==> src/sv/ldif_line_to_json_stream_assert.svh <==
// assertion macros for the line-to-json stream block
// included by the top level; needs nothing else
`ifndef LDIF_LINE_TO_JSON_STREAM_ASSERT_SVH
`define LDIF_LINE_TO_JSON_STREAM_ASSERT_SVH

// same-cycle implication, disabled while in reset
`define LDIF_ASSERT_NOW(label, clk, rst_n, ante, cons, msg) \
	label: assert property (@(posedge clk) disable iff (!rst_n) (ante) |-> (cons)) \
		else $error(msg);

// next-cycle implication, disabled while in reset
`define LDIF_ASSERT_NEXT(label, clk, rst_n, ante, cons, msg) \
	label: assert property (@(posedge clk) disable iff (!rst_n) (ante) |=> (cons)) \
		else $error(msg);

`endif

==> src/sv/ldif_pkg.sv <==
// shared types and character codes for the line-to-json stream block
// no dependencies
package ldif_pkg;

	// sequencer states
	typedef enum logic [2:0] {
		ST_IDLE,
		ST_PRE,
		ST_VRD,
		ST_VEM,
		ST_POST
	} st_t;

	// character codes
	localparam logic [7:0] CH_NUL   = 8'h00;
	localparam logic [7:0] CH_LF    = 8'h0a;
	localparam logic [7:0] CH_SPACE = 8'h20;
	localparam logic [7:0] CH_QUOTE = 8'h22;
	localparam logic [7:0] CH_HASH  = 8'h23;
	localparam logic [7:0] CH_COMMA = 8'h2c;
	localparam logic [7:0] CH_DOT   = 8'h2e;
	localparam logic [7:0] CH_DIG0  = 8'h30;
	localparam logic [7:0] CH_DIG9  = 8'h39;
	localparam logic [7:0] CH_COLON = 8'h3a;
	localparam logic [7:0] CH_LBRACE = 8'h7b;
	localparam logic [7:0] CH_RBRACE = 8'h7d;

	// depth of the fixed character lists around a value
	localparam int unsigned PRE_DEPTH  = 5;
	localparam int unsigned POST_DEPTH = 3;

endpackage

==> src/sv/ldif_line_to_json_stream.sv <==
// top level of the line-to-json stream block: parser, value buffer and output sequencer
// depends on ldif_pkg and ldif_line_to_json_stream_assert.svh
//
// Usage
//   Input channel s_*: one text byte per transaction on s_tdata, s_tuser set marks end
//   of stream (byte ignored then). Output channel m_*: one JSON character per
//   transaction on m_tdata, m_tlast on the final character caused by an input
//   transaction, m_tuser set when value bytes were dropped since the last flush.
// Timing
//   Characters of an input transaction follow from a character list (up to five
//   before a value, up to three after), one after another, and a flushed value is
//   walked from the value memory byte by byte (synchronous read in ST_VRD, then emit in
//   ST_VEM). s_tready is high again once the last character of a transaction has
//   entered the output register. The first character passes the sequencer state, then
//   the output register; when it is a value byte, the value memory read comes first.
// Reset
//   arst_n resets the parser flags, the sequencer state and the output valid flag;
//   the value memory is not cleared; only entries written since the last flush are read.
// Stall
//   When m_tready is low with a character pending, the output register holds and the sequencer waits;
//   no character is lost or repeated.
`include "ldif_line_to_json_stream_assert.svh"

module ldif_line_to_json_stream #(
	parameter int unsigned VALUE_MAX = 32
) (
	input  logic       clk,
	input  logic       arst_n,
	input  logic       s_tvalid,
	output logic       s_tready,
	input  logic [7:0] s_tdata,   // [7:0] in_byte
	input  logic       s_tuser,   // [0] end_of_stream
	output logic       m_tvalid,
	input  logic       m_tready,
	output logic [7:0] m_tdata,   // [7:0] out_char
	output logic       m_tlast,
	output logic       m_tuser    // [0] overflow
);

	localparam int unsigned LW = $clog2(VALUE_MAX + 1);
	localparam int unsigned IW = $clog2(VALUE_MAX);
	localparam logic [LW-1:0] LEN_MAX = LW'(VALUE_MAX);

	// parser state
	logic started_q, finished_q, in_value_q, skip_q, after_nl_q;
	logic in_comment_q, comment_ended_q, numeric_q, dropped_q;
	logic [LW-1:0] len_q;

	// sequencer state
	ldif_pkg::st_t st_q, st_nxt;
	logic [ldif_pkg::PRE_DEPTH-1:0][7:0]  pre_q;
	logic [2:0]                           pre_cnt_q;
	logic [ldif_pkg::POST_DEPTH-1:0][7:0] post_q;
	logic [1:0]                           post_cnt_q;
	logic [LW-1:0] walk_len_q, idx_q;
	logic          ov_q;
	logic [7:0]    rdata_q;

	// output register
	logic       m_tvalid_q, m_tlast_q, m_tuser_q;
	logic [7:0] m_tdata_q;

	// value memory
	logic [7:0] mem [VALUE_MAX];

	// decode results
	logic d_started, d_finished, d_in_value, d_skip, d_after_nl;
	logic d_in_comment, d_comment_ended, d_numeric, d_dropped, d_ov, d_wr;
	logic [LW-1:0] d_len, d_walk_len;
	logic [ldif_pkg::PRE_DEPTH-1:0][7:0]  d_pre;
	logic [2:0]                           d_pre_cnt;
	logic [ldif_pkg::POST_DEPTH-1:0][7:0] d_post;
	logic [1:0]                           d_post_cnt;
	ldif_pkg::st_t d_st;
	logic ic, take, flush, quote;

	logic accept, out_free, emit, emit_last;
	logic [7:0] emit_char;
	logic walk_pend, walk_end;

	assign accept   = s_tvalid && s_tready;
	assign s_tready = (st_q == ldif_pkg::ST_IDLE);
	assign out_free = !m_tvalid_q || m_tready;
	assign walk_pend = (walk_len_q != '0);
	assign walk_end  = (LW'(idx_q + 1'b1) == walk_len_q);

	// decode one input transaction against the parser state
	always_comb begin
		d_started       = started_q;
		d_finished      = finished_q;
		d_in_value      = in_value_q;
		d_skip          = skip_q;
		d_after_nl      = after_nl_q;
		d_in_comment    = in_comment_q;
		d_comment_ended = comment_ended_q;
		d_numeric       = numeric_q;
		d_dropped       = dropped_q;
		d_len           = len_q;
		d_walk_len      = '0;
		d_pre           = '0;
		d_pre_cnt       = '0;
		d_post          = '0;
		d_post_cnt      = '0;
		d_wr            = 1'b0;
		d_ov            = 1'b0;
		ic              = in_comment_q;
		take            = 1'b0;
		flush           = 1'b0;
		quote           = 1'b0;
		if (!finished_q) begin
			if (!started_q) begin
				d_pre[d_pre_cnt] = ldif_pkg::CH_LBRACE;
				d_pre_cnt = d_pre_cnt + 3'd1;
				d_pre[d_pre_cnt] = ldif_pkg::CH_QUOTE;
				d_pre_cnt = d_pre_cnt + 3'd1;
				d_started = 1'b1;
			end
			if (s_tuser) begin
				flush      = 1'b1;
				d_finished = 1'b1;
			end else if (s_tdata == ldif_pkg::CH_NUL) begin
				d_finished = 1'b1;
			end else begin
				if (s_tdata == ldif_pkg::CH_HASH && !in_value_q) begin
					ic           = 1'b1;
					d_in_comment = 1'b1;
				end
				case (s_tdata)
					ldif_pkg::CH_COLON: begin
						if (!ic) begin
							if (in_value_q) begin
								take = 1'b1;
							end else begin
								d_pre[d_pre_cnt] = ldif_pkg::CH_QUOTE;
								d_pre_cnt = d_pre_cnt + 3'd1;
								d_pre[d_pre_cnt] = ldif_pkg::CH_COLON;
								d_pre_cnt = d_pre_cnt + 3'd1;
								d_pre[d_pre_cnt] = ldif_pkg::CH_SPACE;
								d_pre_cnt = d_pre_cnt + 3'd1;
								d_in_value = 1'b1;
								d_skip     = 1'b1;
							end
						end
					end
					ldif_pkg::CH_SPACE: begin
						if (!ic && !skip_q) begin
							if (in_value_q) begin
								take = 1'b1;
							end else begin
								d_pre[d_pre_cnt] = ldif_pkg::CH_SPACE;
								d_pre_cnt = d_pre_cnt + 3'd1;
							end
						end
					end
					ldif_pkg::CH_LF: begin
						if (!ic && !comment_ended_q) begin
							if (in_value_q) begin
								flush      = 1'b1;
								d_in_value = 1'b0;
								d_skip     = 1'b0;
								d_after_nl = 1'b1;
							end
						end else begin
							d_in_comment    = 1'b0;
							d_comment_ended = 1'b1;
						end
					end
					default: begin
						if (!ic) begin
							if (after_nl_q) begin
								d_pre[d_pre_cnt] = ldif_pkg::CH_COMMA;
								d_pre_cnt = d_pre_cnt + 3'd1;
								d_pre[d_pre_cnt] = ldif_pkg::CH_QUOTE;
								d_pre_cnt = d_pre_cnt + 3'd1;
							end
							if (in_value_q) begin
								take = 1'b1;
							end else begin
								d_pre[d_pre_cnt] = s_tdata;
								d_pre_cnt = d_pre_cnt + 3'd1;
							end
							d_skip          = 1'b0;
							d_after_nl      = 1'b0;
							d_comment_ended = 1'b0;
						end
					end
				endcase
			end
			// buffer a value byte, classify it even when dropped
			if (take) begin
				if (!(s_tdata inside {[ldif_pkg::CH_DIG0:ldif_pkg::CH_DIG9], ldif_pkg::CH_DOT}))
					d_numeric = 1'b0;
				if (len_q < LEN_MAX) begin
					d_wr  = 1'b1;
					d_len = LW'(len_q + 1'b1);
				end else begin
					d_dropped = 1'b1;
				end
			end
			// flush: quotes around a non-numeric value, then restart the buffer
			if (flush) begin
				quote = !numeric_q;
				if (quote) begin
					d_pre[d_pre_cnt] = ldif_pkg::CH_QUOTE;
					d_pre_cnt = d_pre_cnt + 3'd1;
					d_post[d_post_cnt] = ldif_pkg::CH_QUOTE;
					d_post_cnt = d_post_cnt + 2'd1;
				end
				if (s_tuser) begin
					d_post[d_post_cnt] = ldif_pkg::CH_RBRACE;
					d_post_cnt = d_post_cnt + 2'd1;
					d_post[d_post_cnt] = ldif_pkg::CH_LF;
					d_post_cnt = d_post_cnt + 2'd1;
				end
				d_walk_len = len_q;
				d_ov       = dropped_q;
				d_numeric  = 1'b1;
				d_len      = '0;
				d_dropped  = 1'b0;
			end else begin
				d_ov = d_dropped;
			end
		end
		// first sequencer state for this transaction
		if (d_pre_cnt != 3'd0)
			d_st = ldif_pkg::ST_PRE;
		else if (d_walk_len != '0)
			d_st = ldif_pkg::ST_VRD;
		else if (d_post_cnt != 2'd0)
			d_st = ldif_pkg::ST_POST;
		else
			d_st = ldif_pkg::ST_IDLE;
	end

	// sequencer next state
	always_comb begin
		st_nxt = st_q;
		case (st_q)
			ldif_pkg::ST_IDLE: begin
				if (accept)
					st_nxt = d_st;
			end
			ldif_pkg::ST_PRE: begin
				if (out_free && pre_cnt_q == 3'd1) begin
					if (walk_pend)
						st_nxt = ldif_pkg::ST_VRD;
					else if (post_cnt_q != 2'd0)
						st_nxt = ldif_pkg::ST_POST;
					else
						st_nxt = ldif_pkg::ST_IDLE;
				end
			end
			ldif_pkg::ST_VRD: st_nxt = ldif_pkg::ST_VEM;
			ldif_pkg::ST_VEM: begin
				if (out_free) begin
					if (!walk_end)
						st_nxt = ldif_pkg::ST_VRD;
					else if (post_cnt_q != 2'd0)
						st_nxt = ldif_pkg::ST_POST;
					else
						st_nxt = ldif_pkg::ST_IDLE;
				end
			end
			ldif_pkg::ST_POST: begin
				if (out_free && post_cnt_q == 2'd1)
					st_nxt = ldif_pkg::ST_IDLE;
			end
			default: st_nxt = ldif_pkg::ST_IDLE;
		endcase
	end

	// sequencer outputs: which character goes to the output register
	always_comb begin
		emit      = 1'b0;
		emit_char = '0;
		emit_last = 1'b0;
		case (st_q)
			ldif_pkg::ST_PRE: begin
				emit      = out_free;
				emit_char = pre_q[0];
				emit_last = (pre_cnt_q == 3'd1) && !walk_pend && (post_cnt_q == 2'd0);
			end
			ldif_pkg::ST_VEM: begin
				emit      = out_free;
				emit_char = rdata_q;
				emit_last = walk_end && (post_cnt_q == 2'd0);
			end
			ldif_pkg::ST_POST: begin
				emit      = out_free;
				emit_char = post_q[0];
				emit_last = (post_cnt_q == 2'd1);
			end
			default: begin
				emit = 1'b0;
			end
		endcase
	end

	// parser flags and sequencer control
	always_ff @(posedge clk or negedge arst_n) begin
		if (!arst_n) begin
			st_q            <= ldif_pkg::ST_IDLE;
			started_q       <= 1'b0;
			finished_q      <= 1'b0;
			in_value_q      <= 1'b0;
			skip_q          <= 1'b0;
			after_nl_q      <= 1'b0;
			in_comment_q    <= 1'b0;
			comment_ended_q <= 1'b0;
			numeric_q       <= 1'b1;
			dropped_q       <= 1'b0;
			len_q           <= '0;
			pre_cnt_q       <= '0;
			post_cnt_q      <= '0;
			walk_len_q      <= '0;
			idx_q           <= '0;
			ov_q            <= 1'b0;
		end else begin
			st_q <= st_nxt;
			if (accept) begin
				started_q       <= d_started;
				finished_q      <= d_finished;
				in_value_q      <= d_in_value;
				skip_q          <= d_skip;
				after_nl_q      <= d_after_nl;
				in_comment_q    <= d_in_comment;
				comment_ended_q <= d_comment_ended;
				numeric_q       <= d_numeric;
				dropped_q       <= d_dropped;
				len_q           <= d_len;
				pre_cnt_q       <= d_pre_cnt;
				post_cnt_q      <= d_post_cnt;
				walk_len_q      <= d_walk_len;
				idx_q           <= '0;
				ov_q            <= d_ov;
			end else if (emit) begin
				case (st_q)
					ldif_pkg::ST_PRE:  pre_cnt_q  <= pre_cnt_q - 3'd1;
					ldif_pkg::ST_VEM:  idx_q      <= LW'(idx_q + 1'b1);
					ldif_pkg::ST_POST: post_cnt_q <= post_cnt_q - 2'd1;
					default:           idx_q      <= idx_q;
				endcase
			end
		end
	end

	// character lists, loaded on a transaction and shifted as they drain
	always_ff @(posedge clk) begin
		if (accept) begin
			pre_q  <= d_pre;
			post_q <= d_post;
		end else if (emit && st_q == ldif_pkg::ST_PRE) begin
			pre_q <= {8'h00, pre_q[ldif_pkg::PRE_DEPTH-1:1]};
		end else if (emit && st_q == ldif_pkg::ST_POST) begin
			post_q <= {8'h00, post_q[ldif_pkg::POST_DEPTH-1:1]};
		end
	end

	// value memory: write on buffered byte, read while walking a flush
	always_ff @(posedge clk) begin
		if (accept && d_wr)
			mem[len_q[IW-1:0]] <= s_tdata;
	end

	always_ff @(posedge clk) begin
		if (st_q == ldif_pkg::ST_VRD)
			rdata_q <= mem[idx_q[IW-1:0]];
	end

	// output register
	always_ff @(posedge clk or negedge arst_n) begin
		if (!arst_n)
			m_tvalid_q <= 1'b0;
		else if (emit)
			m_tvalid_q <= 1'b1;
		else if (m_tready)
			m_tvalid_q <= 1'b0;
	end

	always_ff @(posedge clk) begin
		if (emit) begin
			m_tdata_q <= emit_char;
			m_tlast_q <= emit_last;
			m_tuser_q <= ov_q;
		end
	end

	assign m_tvalid = m_tvalid_q;
	assign m_tdata  = m_tdata_q;
	assign m_tlast  = m_tlast_q;
	assign m_tuser  = m_tuser_q;

	// checks on buffer bookkeeping and sequencing
	`LDIF_ASSERT_NOW(a_len_bound, clk, arst_n, 1'b1, len_q <= LEN_MAX, "value length beyond buffer")
	`LDIF_ASSERT_NOW(a_drop_full, clk, arst_n, dropped_q, len_q == LEN_MAX, "byte dropped with room left")
	`LDIF_ASSERT_NOW(a_walk_idx, clk, arst_n, (st_q == ldif_pkg::ST_VRD) || (st_q == ldif_pkg::ST_VEM), idx_q < walk_len_q, "value walk past its length")
	`LDIF_ASSERT_NEXT(a_last_idle, clk, arst_n, emit && emit_last, st_q == ldif_pkg::ST_IDLE, "last character did not end the sequence")
	`LDIF_ASSERT_NEXT(a_fin_quiet, clk, arst_n, (st_q == ldif_pkg::ST_IDLE) && finished_q, st_q == ldif_pkg::ST_IDLE, "output after end of stream")

endmodule

==> config.mk <==
export PLATFORM = sky130hd
export DESIGN_NAME = ldif_line_to_json_stream
export DESIGN_NICKNAME = d
export VERILOG_FILES = /design/src/sv/ldif_pkg.sv /design/src/sv/ldif_line_to_json_stream.sv
export VERILOG_INCLUDE_DIRS = /design/src /design/src/sv
export SDC_FILE = /design/constraint.sdc
export NUM_CORES = 1
export LEC_CHECK = 0
export BUFFER_PORTS_ARGS = -buffer_cell sky130_fd_sc_hd__buf_4
export CORE_MARGIN = 1
export CORE_UTILIZATION = 40
export DETAILED_ROUTE_END_ITERATION = 6
export PLACE_DENSITY = 0.56
export SETUP_SLACK_MARGIN = 0.5
export SLEW_MARGIN = 20
export SYNTH_ARGS = -nofsm -noshare
export SYNTH_HDL_FRONTEND = slang
export SYNTH_SLANG_ARGS = --single-unit
==> constraint.sdc <==
create_clock -name clk -period 4.3 [get_ports clk]
set_input_delay 0.43 -clock clk [delete_from_list [all_inputs] [get_ports clk]]
set_output_delay 0.43 -clock clk [all_outputs]
set_load 0.1 [all_outputs]
# Yosys cells after proc, flatten, opt, wreduce, memory -nomap -nowiden
# Memory sizes are Yosys's and may differ from the RTL's. A register that Yosys moved wholly into a read port is not among the register bits.
# Cells that the tools add are included.
# classes
eq_ne,24
order_cmp,17
n_addsub,11
bitwise,32
n_mux,152
n_reduce_logical,62
# op_table
op,n
$mux 40,20
$mux 24,6
$demux 8 s3,5
$pmux 40 s3,1
$mux 3,32
$not 30->30,3
$mux 8,9
$not 35->35,2
$and 30x30->30,2
$mux 6,9
$mux 1,47
$bwmux 40,1
$and 14x35->35,1
$and 35x35->35,1
$demux 8 s2,2
$eq 8x6->1 const B,4
$and 12x30->30,1
$reduce_bool 2->1,13
$and 10x25->25,1
$not 25->25,1
$pmux 8 s3,1
$and 20x20->20,1
$logic_and 1x1->1,20
$lt 3x4->1 const B,5
54 further kinds,110
# word_totals
inputBits,13
n_memories,1
output_inout_bits,12
reg_bits,111
ramBits,256
# memory_table
memory,depth,word_bits,read_ports,rd_ports_with_merged_regs,write_ports,line_no,source
mem,32,8,1,1,1,ldif_line_to_json_stream.sv:64,logic [7:0] mem [VALUE_MAX];

# Depth between registers and ports, before layout
# depth
depth_word,28
ltp_mapped,11

# Worst setup path after synthesis
# Ideal clock, no wire load.
# synth_path
path_type,reg2reg
start,register st_q[1]
end,register idx_q[5]
slack_ns,0.680
setup_time_ns,0.125
stages_incl_launch_ff,9
path_buffers,2
t_arrival_ns,3.495
synth_period_minus_slack_ns,3.620
cell_sequence,dfrtp_1 -> buf_2 -> nor3_1 -> and2_1 -> clkbuf_1 -> nor2_1 -> a21o_1 -> nand2_1 -> o31ai_1
# synth_via
elab_cells_between_ends,11
cone_classes,eq/ne: 3; mux: 2; reduce/logical: 6
# synth_rtl
item,line_no,source
from (decl),ldif_line_to_json_stream.sv:50,"ldif_pkg::st_t st_q, st_nxt;"
from (signal assigned),ldif_line_to_json_stream.sv:302,st_q <= ldif_pkg::ST_IDLE;
from (signal assigned),ldif_line_to_json_stream.sv:319,st_q <= st_nxt;
$logic_not 3->1 *,ldif_line_to_json_stream.sv:82,assign s_tready = (st_q == ldif_pkg::ST_IDLE);
net s_tready,ldif_line_to_json_stream.sv:30,"output logic s_tready,"
$logic_and 1x1->1 *,ldif_line_to_json_stream.sv:81,assign accept = s_tvalid && s_tready;
$reduce_bool 2->1 (no line),--,
$reduce_and 2->1 (no line),--,
to (signal assigned),ldif_line_to_json_stream.sv:339,ldif_pkg::ST_VEM: idx_q <= LW'(idx_q + 1'b1);
to (signal assigned),ldif_line_to_json_stream.sv:341,default: idx_q <= idx_q;
to (decl),ldif_line_to_json_stream.sv:55,"logic [LW-1:0] walk_len_q, idx_q;"
# The timed path passes the listed nets; every way through them passes the cells marked *.
# A chain may end at the register's enable or synchronous reset.

# Final worst setup path
# layout_path
start,register st_q[0]
end,memory mem[2][3] (enable)
# layout_via
elab_chain_len,5
# layout_lines
item,line_no,source
$logic_not 3->1,ldif_line_to_json_stream.sv:82,
$logic_and 1x1->1,ldif_line_to_json_stream.sv:81,
$logic_and 1x1->1,ldif_line_to_json_stream.sv:361,if (accept && d_wr)
$mux 1,ldif_line_to_json_stream.sv:361,
$mux 1 (not written as such),ldif_line_to_json_stream.sv:362,mem[len_q[IW-1:0]] <= s_tdata;
to (decl),ldif_line_to_json_stream.sv:64,
# Every way passes these cells.

==> impl_metrics.yaml <==
outcome:
  status: "finished clean"
finish:
  nets: 1018
  regArea_sq_um: 10500
  drive_gt1_share_pct: 23.0
  final_common_cell: "edfxtp_1"
  postLayoutCoreUtil_pct: 47.2
  fillers: 3213
  syn2layout_area_growth_pct: 14.9
  design_area_sq_um: 17400
  antennaDiodeCount: 0
  final_cell_mix: "edfxtp_1 (320), mux4_2 (80), nand2_1 (75)"
  fin_cells: 1522
  multi_input_area_sq_um: 4370
clock_tree:
  hold_buffers: 1
  max-clock-path-buffers: 3
  cts_resized: 0
  path_clk_slew_ns: 0.06
  cts_tree: "yes"
  h-tree-depth: 2
  post-cts-setup-buffers: 0
  cts_buffers: 39
  cts_sinks: 357
  cts-root-buf: "clkbuf_16"
  clk_latency_ns: 0.55
min_path:
  min_path_type: "in -> reg"
global_routing:
  grt.overflow.total: 0
  grt_usage_pct: 18.7
  grt_pass1_wl_microns: 53100
  grt_max_degree: 52
  antenna_found_initial: 0
  grt_pass1_vias: 8524
timing:
  min_period_over_period_pct: 74.0
  hold_viol_final: 0
  fin_setup_tns_ns: 0
  finalSetupViolCount: 0
  slew_headroom_pct: 31.3
  slew_violations: 0
  skew_ns: 0.0266
  worstMarginPinSlew_ns: 1.00
  max_freq_ghz: 0.314
  min_period_ns: 3.18
  rsz0062_at_grt: "false"
place:
  gp_congestion: 0.918
  place_area_sq_um: 16200
  port_buffers: 24
  dp_hpwl_microns: 22100
  placed_cells: 1451
yosys:
  netlist_area_sq_um: 15200
  yosys_warnings: 0
  synth-seq-cells: 357
  synthArstFlopShare_pct: 10.4
  synth_area_leaders: "edfxtp_1 (63%), mux4_2 (12%), dfrtp_1 (5.9%)"
  syn_avg_cell_area_sq_um: 16.4
  ys_seq_area_share_pct: 69.4
  synth_edf_count: 320
  synth.net_count: 953
  syn_inst: 924
  synthDistinctLibCells: 62
  synth_top_cell_by_area: "edfxtp_1"
  synth_ff_type: "edfxtp_1"
  yosysTopAreaCellShare_pct: 63.3
die:
  initial_utilization_pct: 41.1
  die_w_microns: 197
  core_sq_um: 37000
  die_y_microns: 197
  row_count: 70
  dieArea_sq_um: 38700
  ios: 25
worst_setup_path:
  required_ns: 4.53
  crit_fanout: 9
  critPathKind: "reg -> reg"
  critPathArrivalTime_ns: 3.41
  start_kind: "flop"
  worst_setup_path_end_kind: "flop"
route:
  route.detailed.wl_per_inst_microns: 22.9
  wirelength_microns: 34800
  drtIter0Drc: 632
  drcViolationCount: 0
  vias: 8308
  dr.pass1.iters: 5
  routed_via_density: 5.46
  drtAntennaViolNets: 0
power_and_ir_drop:
  p_leak_nw: 5.83
  cellPowerDensity_nw_per_um2: 561
  ir_worst_vdd_mv: 0.333
flow_run:
  timing.max_cap.violations: 0
synth_stat cells, types with 2 or more instances:
library cell / n
clkbuf_1: 42
nor2_1: 66
buf_1: 5
and2_1: 22
or2_2: 5
nor2b_1: 7
a211oi_1: 2
nand2_1: 75
or3_1: 7
o22ai_1: 4
nor3b_1: 2
a221oi_1: 2
o31ai_1: 6
inv_1: 17
o211ai_1: 2
a22o_1: 15
edfxtp_1: 320
o41ai_1: 2
nand2b_1: 5
or3b_2: 3
a21oi_1: 18
a21o_1: 5
nand3_1: 14
nor3_1: 9
nor4bb_1: 2
mux4_2: 80
o2111ai_1: 2
ha_1: 16
nand4_1: 3
a32oi_1: 4
o21a_1: 3
a41oi_1: 2
mux2_2: 8
buf_2: 5
nand3b_1: 4
mux2i_1: 11
a31oi_1: 6
o21ai_0: 40
xor2_1: 6
or4_1: 5
o32a_1: 2
nor4_1: 8
dfrtp_1: 36
and3_1: 2
xnor2_1: 7
cells by family after synthesis:
group	Yosys count	synth area share, %
and+or+nand+nor	244	7.83
DFF	357	69.4
muxes	99	13.2
adders and majority gates	16	1.32
buffers and inverters	69	1.75
xor gates and xnor gates	13	0.750
AOI/OAI and AO/OA	126	5.72
worst paths after layout:
path | end | startpoint | cells after the start | slack (ns)
max in group asynchronous | idx_q[0] | arst_n | 2 | 3.43
setup / recovery | mem[2][3] | st_q[0] | 8 | 1.12
min in group asynchronous | post_cnt_q[0] | arst_n | 2 | 0.44
setup reg to reg | mem[2][3] | st_q[0] | 8 | 1.12
hold reg to reg | dropped_q | dropped_q | 2 | 0.49
hold / removal | mem[14][5] | s_tdata[5] | 1 | 0.31
critical path, cell delays in order, from the launching register on:
cell	delay, ns
dfrtp_1	0.46
or4b_4	0.60
a2111oi_4	0.32
buf_4	0.19
o2111ai_2	0.15
nor2_1	0.36
nand2_1	0.33
nor2_1	0.24
buf_4	0.21
per-stage QoR:
step | setup slack [ns] | hold WS, ns | power (W)
final | 1.12 | 0.312 | 0.00978
after global routing | 0.875 | 0.310 | 0.0102
after CTS | 1.10 | 0.290 | 0.00990
after detailed placement | 0.978 | 0.451 | 0.00666
after global placement | 1.03 | 0.460 | 0.00664
after floorplan | 0.680 | 0.134 | 0.00600
layout make-up:
class / instances / share of cell area (%)
Multi-Input combinational cell: 498 / 25.1
Clock inverter: 21 / 0.947
Clock buffer: 49 / 6.11
Timing Repair Buffer: 76 / 3.43
Tap cell: 504 / 3.62
Inverter: 17 / 0.366
Sequential cell: 357 / 60.5
sequential cells by signal, summed over array words and instances, names as in the netlist:
register / count
walk_len_q: 6
m_tlast: 1
skip_q: 1
idx_q: 6
in_value_q: 1
m_tvalid: 1
mem: 256
dropped_q: 1
rdata_q: 8
numeric_q: 1
ov_q: 1
finished_q: 1
len_q: 6
m_tdata: 8
post_q: 6
post_cnt_q: 2
comment_ended_q: 1
m_tuser: 1
in_comment_q: 1
pre_cnt_q: 3
started_q: 1
pre_q: 40
st_q: 3
after_nl_q: 1
power by group:
| group | switching (W) | leakage (nW) | internal (W) |
|---|---|---|---|
| Combinational | 0.00126 | 1.82 | 0.000838 |
| Clock | 0.00134 | 0.609 | 0.00188 |
| Sequential | 0.000231 | 3.41 | 0.00423 |
| Total | 0.00283 | 5.83 | 0.00695 |
metal layers:
| metal | vias to the layer above | share of wire (%) | GRT usage [%] |
|---|---|---|---|
| li1 | 3778 | - | - |
| met1 | 4291 | 46 | 26.6 |
| met2 | 192 | 47 | 29.3 |
| met3 | 47 | 4.8 | 3.35 |
| met4 | 0 | 2.0 | 5.54 |
| met5 | - | 0 | 0 |
(Power assumes the default switching activity.)
